$ cat config.mk
export PLATFORM = sky130hd
export DESIGN_NAME = dot_offset_direction_quantizer
export DESIGN_NICKNAME = d
export VERILOG_FILES = /design/src/design/doq_pkg.sv /design/src/design/dot_offset_direction_quantizer.sv /design/src/design/doq_cell.sv /design/src/design/doq_sector.sv
export SDC_FILE = /design/constraint.sdc
export NUM_CORES = 2
export LEC_CHECK = 0
export CAP_MARGIN = 5
export CORE_ASPECT_RATIO = 0.6
export CORE_MARGIN = 2
export CORE_UTILIZATION = 55
export DETAILED_ROUTE_END_ITERATION = 16
export DONT_BUFFER_PORTS = 1
export PLACE_DENSITY = 0.67
export SLEW_MARGIN = 25
export SYNTH_ARGS = -nofsm -noshare
export SYNTH_HDL_FRONTEND = slang
export SYNTH_HIERARCHICAL = 1
export SYNTH_SLANG_ARGS = --single-unit
export TNS_END_PERCENT = 10
$ cat constraint.sdc
create_clock -name clk -period 47.7 [get_ports clk]
set_input_delay 4.77 -clock clk [delete_from_list [all_inputs] [get_ports clk]]
set_output_delay 4.77 -clock clk [all_outputs]
set_load 0.03 [all_outputs]
$ cat src/design/doq_pkg.sv
// ----------------------------------------------------------------------------
// Dot offset direction quantizer: shared package
// Widths, angle constants, the arctangent table, direction codes and the
// records that travel along the rotation chain.
// ----------------------------------------------------------------------------
package doq_pkg;

	// Columns of the subset window that the baseline mask covers.
	localparam int unsigned SUB_COLS = 8;

	// Rotation datapath widths: x and y need 27 signed bits after the CORDIC
	// gain, the angle accumulator 23 signed bits.
	localparam int unsigned XW = 27;
	localparam int unsigned ZW = 23;
	localparam int unsigned ATAN_W = 21;
	localparam int unsigned ATAN_N = 20;
	localparam int unsigned ANG_FRAC = 8;
	localparam int unsigned ROUND_HALF = 128;

	// atan(2^-i) in 1/32768 degree, rounded to nearest.
	localparam logic [ATAN_W-1:0] ATAN_TAB [0:ATAN_N-1] = '{
		21'd1474560, 21'd870484, 21'd459940, 21'd233473, 21'd117189,
		21'd58652, 21'd29333, 21'd14667, 21'd7334, 21'd3667,
		21'd1833, 21'd917, 21'd458, 21'd229, 21'd115,
		21'd57, 21'd29, 21'd14, 21'd7, 21'd4
	};

	// Angles in 1/128 degree.
	localparam logic signed [15:0] HALF_SECTOR = 16'sd2880;
	localparam logic signed [15:0] DEG45 = 16'sd5760;
	localparam logic signed [15:0] DEG90 = 16'sd11520;
	localparam logic signed [15:0] DEG135 = 16'sd17280;
	localparam logic signed [15:0] DEG180 = 16'sd23040;
	localparam logic [11:0] ERR_MAX = 12'd2880;

	// Direction codes.
	typedef logic [3:0] dir_t;
	localparam dir_t DIR_CENTRE = 4'd0;
	localparam dir_t DIR_LEFT = 4'd1;
	localparam dir_t DIR_BOTTOM = 4'd2;
	localparam dir_t DIR_RIGHT = 4'd3;
	localparam dir_t DIR_TOP = 4'd4;
	localparam dir_t DIR_LEFT_TOP = 4'd5;
	localparam dir_t DIR_RIGHT_TOP = 4'd6;
	localparam dir_t DIR_RIGHT_BOTTOM = 4'd7;
	localparam dir_t DIR_LEFT_BOTTOM = 4'd8;

	// Configuration register indexes (paddr[2]) and reset values.
	localparam logic REG_MAX_ERR = 1'b0;
	localparam logic REG_BASELINE = 1'b1;
	localparam logic [14:0] MAX_ERR_RESET = 15'd1280;

	// Per-dot flags that ride alongside the rotation.
	typedef struct packed {
		logic neg_x;
		logic neg_y;
		logic base;
		logic first;
		logic last;
	} side_t;

	// One rotation vector with its flags.
	typedef struct packed {
		logic signed [XW-1:0] x;
		logic signed [XW-1:0] y;
		logic signed [ZW-1:0] z;
		side_t side;
	} vec_t;

endpackage

$ cat src/design/dot_offset_direction_quantizer.sv
// ----------------------------------------------------------------------------
// Dot offset direction quantizer: top level
// Classifies dot displacements into eight sectors and tracks the worst
// angular deviation of each subset against a threshold.
// ----------------------------------------------------------------------------
// The block takes one dot word per clock and returns one result word per
// dot, in order. Inside, a word passes the input register, which forms the
// absolute displacement, the cells of the rotation chain (CORDIC_ITERS
// cells, one micro-rotation each), the registers of the sector unit and the
// output register, where the running worst deviation and the failure flag
// of the subset are updated. Every stage holds its word while the output
// word is not taken, so s_tready falls only when the output register is
// full and m_tready is low. There is no clearing pass after reset. The two
// configuration registers should be written only while no word is in
// flight; max_angle_err sits at byte address 0 and baseline_mask at byte
// address 4.
module dot_offset_direction_quantizer #(
	parameter int unsigned CORDIC_ITERS = 14
) (
	input  logic        clk,
	input  logic        arst_n,
	// Input dots.
	input  logic        s_tvalid,
	output logic        s_tready,
	// dot_x[15:0], dot_y[31:16], grid_x[47:32], grid_y[63:48],
	// column[67:64], zero[71:68]
	input  logic [71:0] s_tdata,
	// first_of_subset[0]
	input  logic        s_tuser,
	// last_of_row
	input  logic        s_tlast,
	// Results.
	output logic        m_tvalid,
	input  logic        m_tready,
	// direction[3:0], worst_err[15:4], row_fail[16], aborted[17], zero[23:18]
	output logic [23:0] m_tdata,
	// Configuration.
	input  logic        psel,
	input  logic        penable,
	input  logic        pwrite,
	input  logic [2:0]  paddr,
	input  logic [31:0] pwdata,
	output logic [31:0] prdata,
	output logic        pready
);
	import doq_pkg::*;

	// Configuration registers.
	logic [14:0] max_err_q;
	logic [15:0] baseline_q;
	logic        cfg_wr;

	// Global advance: everything moves unless the output word is stuck.
	logic adv;

	// Input preparation.
	logic [15:0] dot_x, dot_y, grid_x, grid_y;
	logic [3:0]  col;
	logic signed [16:0] dx, dy, adx, ady;
	logic        is_base;
	vec_t        vec_nxt;
	vec_t        vec_s1;
	logic        valid_s1;

	// Rotation chain.
	vec_t chain_vec [0:CORDIC_ITERS];
	logic chain_valid [0:CORDIC_ITERS];

	// Sector unit outputs.
	logic        sec_valid;
	dir_t        sec_dir;
	logic [11:0] sec_err;
	side_t       sec_side;

	// Subset state and its update.
	logic [11:0] worst_q;
	logic        failed_q;
	logic [11:0] base_worst;
	logic        base_failed;
	logic [11:0] new_worst;
	logic        row_fail;

	// Output register.
	logic        out_valid_q;
	dir_t        out_dir_q;
	logic [11:0] out_worst_q;
	logic        out_fail_q;
	logic        out_abort_q;

	// ------------------------------------------------------------------
	// APB configuration port. pready is tied high, so every access
	// completes in its access cycle.
	// ------------------------------------------------------------------
	assign pready = 1'b1;
	assign cfg_wr = psel & penable & pwrite & pready;

	always_ff @(posedge clk or negedge arst_n) begin
		if (!arst_n) begin
			max_err_q <= MAX_ERR_RESET;
			baseline_q <= '0;
		end else if (cfg_wr) begin
			case (paddr[2])
				REG_MAX_ERR: max_err_q <= pwdata[14:0];
				REG_BASELINE: baseline_q <= pwdata[15:0];
				default: ;
			endcase
		end
	end

	always_comb begin
		case (paddr[2])
			REG_MAX_ERR: prdata = {17'd0, max_err_q};
			REG_BASELINE: prdata = {16'd0, baseline_q};
			default: prdata = '0;
		endcase
	end

	// ------------------------------------------------------------------
	// Input stage: exact 17-bit displacements, their magnitudes scaled by
	// 2^8 as the starting vector, and the baseline test on the column.
	// ------------------------------------------------------------------
	assign adv = ~out_valid_q | m_tready;
	assign s_tready = adv;

	assign dot_x = s_tdata[15:0];
	assign dot_y = s_tdata[31:16];
	assign grid_x = s_tdata[47:32];
	assign grid_y = s_tdata[63:48];
	assign col = s_tdata[67:64];

	always_comb begin
		dx = $signed({1'b0, dot_x}) - $signed({1'b0, grid_x});
		dy = $signed({1'b0, dot_y}) - $signed({1'b0, grid_y});
		adx = dx[16] ? -dx : dx;
		ady = dy[16] ? -dy : dy;
		// Columns beyond the window are never baseline columns.
		is_base = ({1'b0, col} < 5'(SUB_COLS)) && baseline_q[col];
		vec_nxt.x = $signed({{(XW - 16 - ANG_FRAC){1'b0}}, adx[15:0], {ANG_FRAC{1'b0}}});
		vec_nxt.y = $signed({{(XW - 16 - ANG_FRAC){1'b0}}, ady[15:0], {ANG_FRAC{1'b0}}});
		vec_nxt.z = '0;
		vec_nxt.side.neg_x = dx[16];
		vec_nxt.side.neg_y = dy[16];
		vec_nxt.side.base = is_base;
		vec_nxt.side.first = s_tuser;
		vec_nxt.side.last = s_tlast;
	end

	always_ff @(posedge clk or negedge arst_n) begin
		if (!arst_n) begin
			valid_s1 <= 1'b0;
		end else if (adv) begin
			valid_s1 <= s_tvalid;
		end
	end

	always_ff @(posedge clk) begin
		if (adv) begin
			vec_s1 <= vec_nxt;
		end
	end

	// ------------------------------------------------------------------
	// Rotation chain: cell g applies the micro-rotation by atan(2^-g).
	// A zero vector drives the angle negative, which the clamp in the
	// sector unit turns into zero, so it needs no special handling.
	// ------------------------------------------------------------------
	assign chain_vec[0] = vec_s1;
	assign chain_valid[0] = valid_s1;

	for (genvar g = 0; g < CORDIC_ITERS; g++) begin : g_cell
		doq_cell #(
			.IDX(g)
		) u_cell (
			.clk(clk),
			.arst_n(arst_n),
			.en(adv),
			.in_valid(chain_valid[g]),
			.in_vec(chain_vec[g]),
			.out_valid(chain_valid[g+1]),
			.out_vec(chain_vec[g+1])
		);
	end

	doq_sector u_sector (
		.clk(clk),
		.arst_n(arst_n),
		.en(adv),
		.in_valid(chain_valid[CORDIC_ITERS]),
		.in_vec(chain_vec[CORDIC_ITERS]),
		.out_valid(sec_valid),
		.dir(sec_dir),
		.err(sec_err),
		.side(sec_side)
	);

	// ------------------------------------------------------------------
	// Subset state. The first dot of a subset starts from a clean state;
	// baseline dots leave the worst deviation alone but still take part
	// in the row check. Aborted reports the failure flag as it stood
	// before this dot's own check.
	// ------------------------------------------------------------------
	always_comb begin
		base_worst = sec_side.first ? 12'd0 : worst_q;
		base_failed = sec_side.first ? 1'b0 : failed_q;
		new_worst = (!sec_side.base && (sec_err > base_worst)) ? sec_err : base_worst;
		row_fail = sec_side.last && ({3'd0, new_worst} > max_err_q);
	end

	always_ff @(posedge clk or negedge arst_n) begin
		if (!arst_n) begin
			worst_q <= '0;
			failed_q <= 1'b0;
			out_valid_q <= 1'b0;
		end else if (adv) begin
			out_valid_q <= sec_valid;
			if (sec_valid) begin
				worst_q <= new_worst;
				failed_q <= base_failed | row_fail;
			end
		end
	end

	always_ff @(posedge clk) begin
		if (adv) begin
			out_dir_q <= sec_dir;
			out_worst_q <= new_worst;
			out_fail_q <= row_fail;
			out_abort_q <= base_failed;
		end
	end

	assign m_tvalid = out_valid_q;
	assign m_tdata = {6'd0, out_abort_q, out_fail_q, out_worst_q, out_dir_q};

endmodule

$ cat src/design/doq_cell.sv
// ----------------------------------------------------------------------------
// Dot offset direction quantizer: rotation cell
// One vectoring CORDIC micro-rotation by atan(2^-IDX), registered.
// ----------------------------------------------------------------------------
module doq_cell #(
	parameter int unsigned IDX = 0
) (
	input  logic         clk,
	input  logic         arst_n,
	input  logic         en,
	input  logic         in_valid,
	input  doq_pkg::vec_t in_vec,
	output logic         out_valid,
	output doq_pkg::vec_t out_vec
);
	import doq_pkg::*;

	localparam logic signed [ZW-1:0] STEP = ZW'(ATAN_TAB[IDX]);

	logic signed [XW-1:0] xs;
	logic signed [XW-1:0] ys;
	vec_t nxt;

	// Arithmetic shifts round toward minus infinity, as the rotation needs.
	always_comb begin
		xs = in_vec.x >>> IDX;
		ys = in_vec.y >>> IDX;
		nxt = in_vec;
		if (in_vec.y > 0) begin
			nxt.x = in_vec.x + ys;
			nxt.y = in_vec.y - xs;
			nxt.z = in_vec.z + STEP;
		end else begin
			nxt.x = in_vec.x - ys;
			nxt.y = in_vec.y + xs;
			nxt.z = in_vec.z - STEP;
		end
	end

	always_ff @(posedge clk or negedge arst_n) begin
		if (!arst_n) begin
			out_valid <= 1'b0;
		end else if (en) begin
			out_valid <= in_valid;
		end
	end

	always_ff @(posedge clk) begin
		if (en) begin
			out_vec <= nxt;
		end
	end

endmodule

$ cat src/design/doq_sector.sv
// ----------------------------------------------------------------------------
// Dot offset direction quantizer: sector unit
// Rounds the first-quadrant angle, unfolds it to the full circle, picks the
// 45-degree sector and measures the deviation from its centre.
// ----------------------------------------------------------------------------
module doq_sector (
	input  logic          clk,
	input  logic          arst_n,
	input  logic          en,
	input  logic          in_valid,
	input  doq_pkg::vec_t  in_vec,
	output logic          out_valid,
	output doq_pkg::dir_t  dir,
	output logic [11:0]   err,
	output doq_pkg::side_t side
);
	import doq_pkg::*;

	logic valid_s1, valid_s2, valid_s3, valid_s4;
	side_t side_s1, side_s2, side_s3, side_s4;
	logic [13:0] t_s1;
	logic signed [15:0] d_s2, d_s3, cen_s3;
	dir_t dir_s3, dir_s4;
	logic [11:0] err_s4;

	logic signed [ZW-1:0] zr;
	logic [13:0] t_nxt;
	logic signed [15:0] ts;
	logic signed [15:0] d_nxt;
	dir_t dir_nxt;
	logic signed [15:0] cen_nxt;
	logic signed [16:0] diff;
	logic [16:0] adiff;
	logic [11:0] err_nxt;

	// Round half up to 1/128 degree and clamp to the first quadrant. The sum
	// stays signed so that the shift rounds a negative angle downwards.
	always_comb begin
		zr = (in_vec.z + $signed(ZW'(ROUND_HALF))) >>> ANG_FRAC;
		if (zr < 0) begin
			t_nxt = '0;
		end else if (zr > ZW'(DEG90)) begin
			t_nxt = DEG90[13:0];
		end else begin
			t_nxt = zr[13:0];
		end
	end

	// Place the angle in its quadrant from the displacement signs.
	always_comb begin
		ts = $signed({2'b00, t_s1});
		case ({side_s1.neg_x, side_s1.neg_y})
			2'b00: d_nxt = ts;
			2'b01: d_nxt = -ts;
			2'b10: d_nxt = DEG180 - ts;
			2'b11: d_nxt = ts - DEG180;
			default: d_nxt = ts;
		endcase
	end

	// Lower bounds inclusive, upper exclusive; left takes both ends.
	always_comb begin
		if (d_s2 < -DEG180 + HALF_SECTOR || d_s2 >= DEG180 - HALF_SECTOR) begin
			dir_nxt = DIR_LEFT;
			cen_nxt = d_s2[15] ? -DEG180 : DEG180;
		end else if (d_s2 >= DEG90 - HALF_SECTOR && d_s2 < DEG90 + HALF_SECTOR) begin
			dir_nxt = DIR_BOTTOM;
			cen_nxt = DEG90;
		end else if (d_s2 >= -HALF_SECTOR && d_s2 < HALF_SECTOR) begin
			dir_nxt = DIR_RIGHT;
			cen_nxt = '0;
		end else if (d_s2 >= -DEG90 - HALF_SECTOR && d_s2 < -DEG90 + HALF_SECTOR) begin
			dir_nxt = DIR_TOP;
			cen_nxt = -DEG90;
		end else if (d_s2 >= -DEG135 - HALF_SECTOR && d_s2 < -DEG135 + HALF_SECTOR) begin
			dir_nxt = DIR_LEFT_TOP;
			cen_nxt = -DEG135;
		end else if (d_s2 >= -DEG45 - HALF_SECTOR && d_s2 < -DEG45 + HALF_SECTOR) begin
			dir_nxt = DIR_RIGHT_TOP;
			cen_nxt = -DEG45;
		end else if (d_s2 >= DEG45 - HALF_SECTOR && d_s2 < DEG45 + HALF_SECTOR) begin
			dir_nxt = DIR_RIGHT_BOTTOM;
			cen_nxt = DEG45;
		end else begin
			dir_nxt = DIR_LEFT_BOTTOM;
			cen_nxt = DEG135;
		end
		if (side_s2.base) begin
			dir_nxt = DIR_CENTRE;
		end
	end

	always_comb begin
		diff = 17'(d_s3) - 17'(cen_s3);
		adiff = diff[16] ? 17'(-diff) : 17'(diff);
		err_nxt = (adiff > 17'(ERR_MAX)) ? ERR_MAX : adiff[11:0];
	end

	always_ff @(posedge clk or negedge arst_n) begin
		if (!arst_n) begin
			valid_s1 <= 1'b0;
			valid_s2 <= 1'b0;
			valid_s3 <= 1'b0;
			valid_s4 <= 1'b0;
		end else if (en) begin
			valid_s1 <= in_valid;
			valid_s2 <= valid_s1;
			valid_s3 <= valid_s2;
			valid_s4 <= valid_s3;
		end
	end

	always_ff @(posedge clk) begin
		if (en) begin
			t_s1 <= t_nxt;
			side_s1 <= in_vec.side;
			d_s2 <= d_nxt;
			side_s2 <= side_s1;
			d_s3 <= d_s2;
			cen_s3 <= cen_nxt;
			dir_s3 <= dir_nxt;
			side_s3 <= side_s2;
			err_s4 <= err_nxt;
			dir_s4 <= dir_s3;
			side_s4 <= side_s3;
		end
	end

	assign out_valid = valid_s4;
	assign dir = dir_s4;
	assign err = err_s4;
	assign side = side_s4;

endmodule

==> flow_metrics.tcl <==
set metrics [dict create \
    vias 84900 \
    core_sq_mm 0.188 \
    path_delay_family "compound AO/OA/AOI/OAI gates" \
    critical_path_buf_inv_count 0 \
    path_class "input port to primary output" \
    fin_worst_skew_ns 0.0589 \
    grt_pass1_wl_um 443000 \
    start_util_pct 55.5 \
    min_path_type "flop to flop" \
    nets 12000 \
    endpoint_kind "primary output" \
    syn_area_sq_mm 0.104 \
    max_slew_margin_pct 27.4 \
    post-place-ws_ns 37.36 \
    startpoint "paddr[2]" \
    hold_viol 0 \
    cts_resized 0 \
    worstPathCellList "o21ai_0" \
    post-route-period-util_pct 21.7 \
    first_iter_violations 10500 \
    clockBufferDepth 4 \
    gp_congestion 0.991 \
    clk_pin_slew_ns 0.06 \
    final-setup-viol-count 0 \
    setup_ws_ns 37.35 \
    drc 0 \
    antenna_found_initial 10 \
    r2r_end "g_cell[2].u_cell/out_vec[50]" \
    drv_cap 0 \
    gr-usage-all-layers_pct 28.9 \
    drive_above_1_share_pct 5.90 \
    drtPass1Iterations 7 \
    fmax_mhz 96.6 \
    hp-start "g_cell[7].u_cell/out_vec[5]" \
    drt_wl_total_um 289000 \
    io_buffers 0 \
    fin_setup_tns_ns 0 \
    cp.required_ns 42.93 \
    cts_hold_buf 0 \
    slew_viol_final 0 \
    final_cells 13400 \
    cp_slowest_cell "o21ai_0" \
    cts.sinks 1255 \
    grt_max_degree 172 \
    via_per_inst 6.35 \
    dp_hpwl_um 228000 \
    cts_tree "yes" \
    post_cts_buffers 0 \
    endpoint "prdata[5]" \
    critPathMaxStageDelay_ns 0.80 \
    grt_pass1_vias 76700 \
    clock_latency_ns 0.81 \
    synth_area_per_cell_sq_um 9.69 \
    die_w_um 566 \
    rrSetupSlack_ns 40.48 \
    start_kind "input port" \
    r2r-start "g_cell[1].u_cell/out_vec[30]" \
    outcome "finished clean" \
    ant_nets 0 \
    holdPathStages 0 \
    worst-endpoint-arrival_ns 5.58 \
    fin_util_pct 59.1 \
    grt.overflow.total 0 \
    die_area_sq_mm 0.193 \
    worst-path-max-fanout 29 \
    htreeDepth 4 \
    crit_cells 1 \
    cts_made_buffers 142 \
    ios 175 \
    root_buffer "clkbuf_16" \
    final.min_clock_period_ns 10.35 \
    ys_warn_count 6 \
    synthCells 10800 \
    dpl.cell_count 13100 \
    rsz0062_at_grt "false" \
    layout-area-overhead-vs-synth_pct 6.62 \
    die_h_um 341 \
    wl_per_cell_um 21.7 \
    worst_pin_slew_ns 1.08 \
    reg2reg_depth 21 \
    rows 123 \
]
==> cell usage in the layout (no fill, tap or decap), drive strengths merged, types with 38 or more instances in the layout <==
cell type and n:
nand2 691, or4 66, a211oi 137, dfrtp 62, and2 65, nand3 187
o21bai 143, mux2i 43, a21oi 1033, buf 39, xor2 456, a2111oi 44
nand4 113, clkinv 51, xnor2 876, o21ai 660, nor2b 129, a21o 390
nor2 794, inv 503, or2 51, nor4 118, conb 128, o211ai 73
o31ai 149, ha 1054, and3 110, nor3 190, o41ai 48, or3 64
o21a 124, mux2 75, fa 42, a311oi 38, a31oi 113, edfxtp 1191
nand2b 120, clkbuf 165
==> final cells by class <==
cell class / instances / area (sq um)
Clock buffer: 165 / 3720
Antenna cell: 2 / 5.00
Tap cell: 2500 / 3130
Sequential cell: 1255 / 37400
Inverter: 492 / 1860
Fill cell: 16100 / 76700
Clock inverter: 81 / 771
Timing Repair Buffer: 39 / 342
Multi-Input combinational cell: 8824 / 63800
==> how the worst min path moves through the flow <==
stage                                         endpoint  slack [ns]
after floorplan            g_cell[0].u_cell/out_vec[0]        0.40
after global placement     g_cell[9].u_cell/out_vec[1]        0.40
after detailed placement  g_cell[12].u_cell/out_vec[0]        0.40
after CTS                  g_cell[8].u_cell/out_vec[5]        0.36
after global routing       g_cell[8].u_cell/out_vec[5]        0.37
final                      g_cell[8].u_cell/out_vec[5]        0.37
==> layer usage <==
| layer | GRT usage (%) | wire length [um] | vias up |
|---|---|---|---|
| met2 | 36.1 | 105000 | 3631 |
| met5 | 0 | 0 | - |
| met1 | 49.0 | 148000 | 40800 |
| met4 | 4.18 | 3470 | 0 |
| li1 | - | - | 40200 |
| met3 | 7.24 | 32700 | 255 |
==> state kept, by name (all words and copies together) (netlist names), 14 cells and up <==
| signal | flops |
|---|---|
| u_sector/d_s3 | 16 |
| chain_vec | 37 |
| g_cell.u_cell/out_valid | 14 |
| g_cell.u_cell/out_vec | 1047 |
| u_sector/d_s2 | 16 |
| u_sector/t_s1 | 14 |
| max_err_q | 15 |
| baseline_q | 16 |
==> metrics by stage <==
| step | hold slack [ns] | area (sq um) |
|---|---|---|
| floorplan | 0.400 | 105000 |
| global placement | 0.400 | 106000 |
| detailed placement | 0.405 | 106000 |
| CTS | 0.358 | 111000 |
| global route | 0.370 | 111000 |
| finish | 0.369 | 111000 |
Power is left out: the tool's default activity adds up to more than one toggle a clock period on the data nets, which glitch-free logic cannot reach.
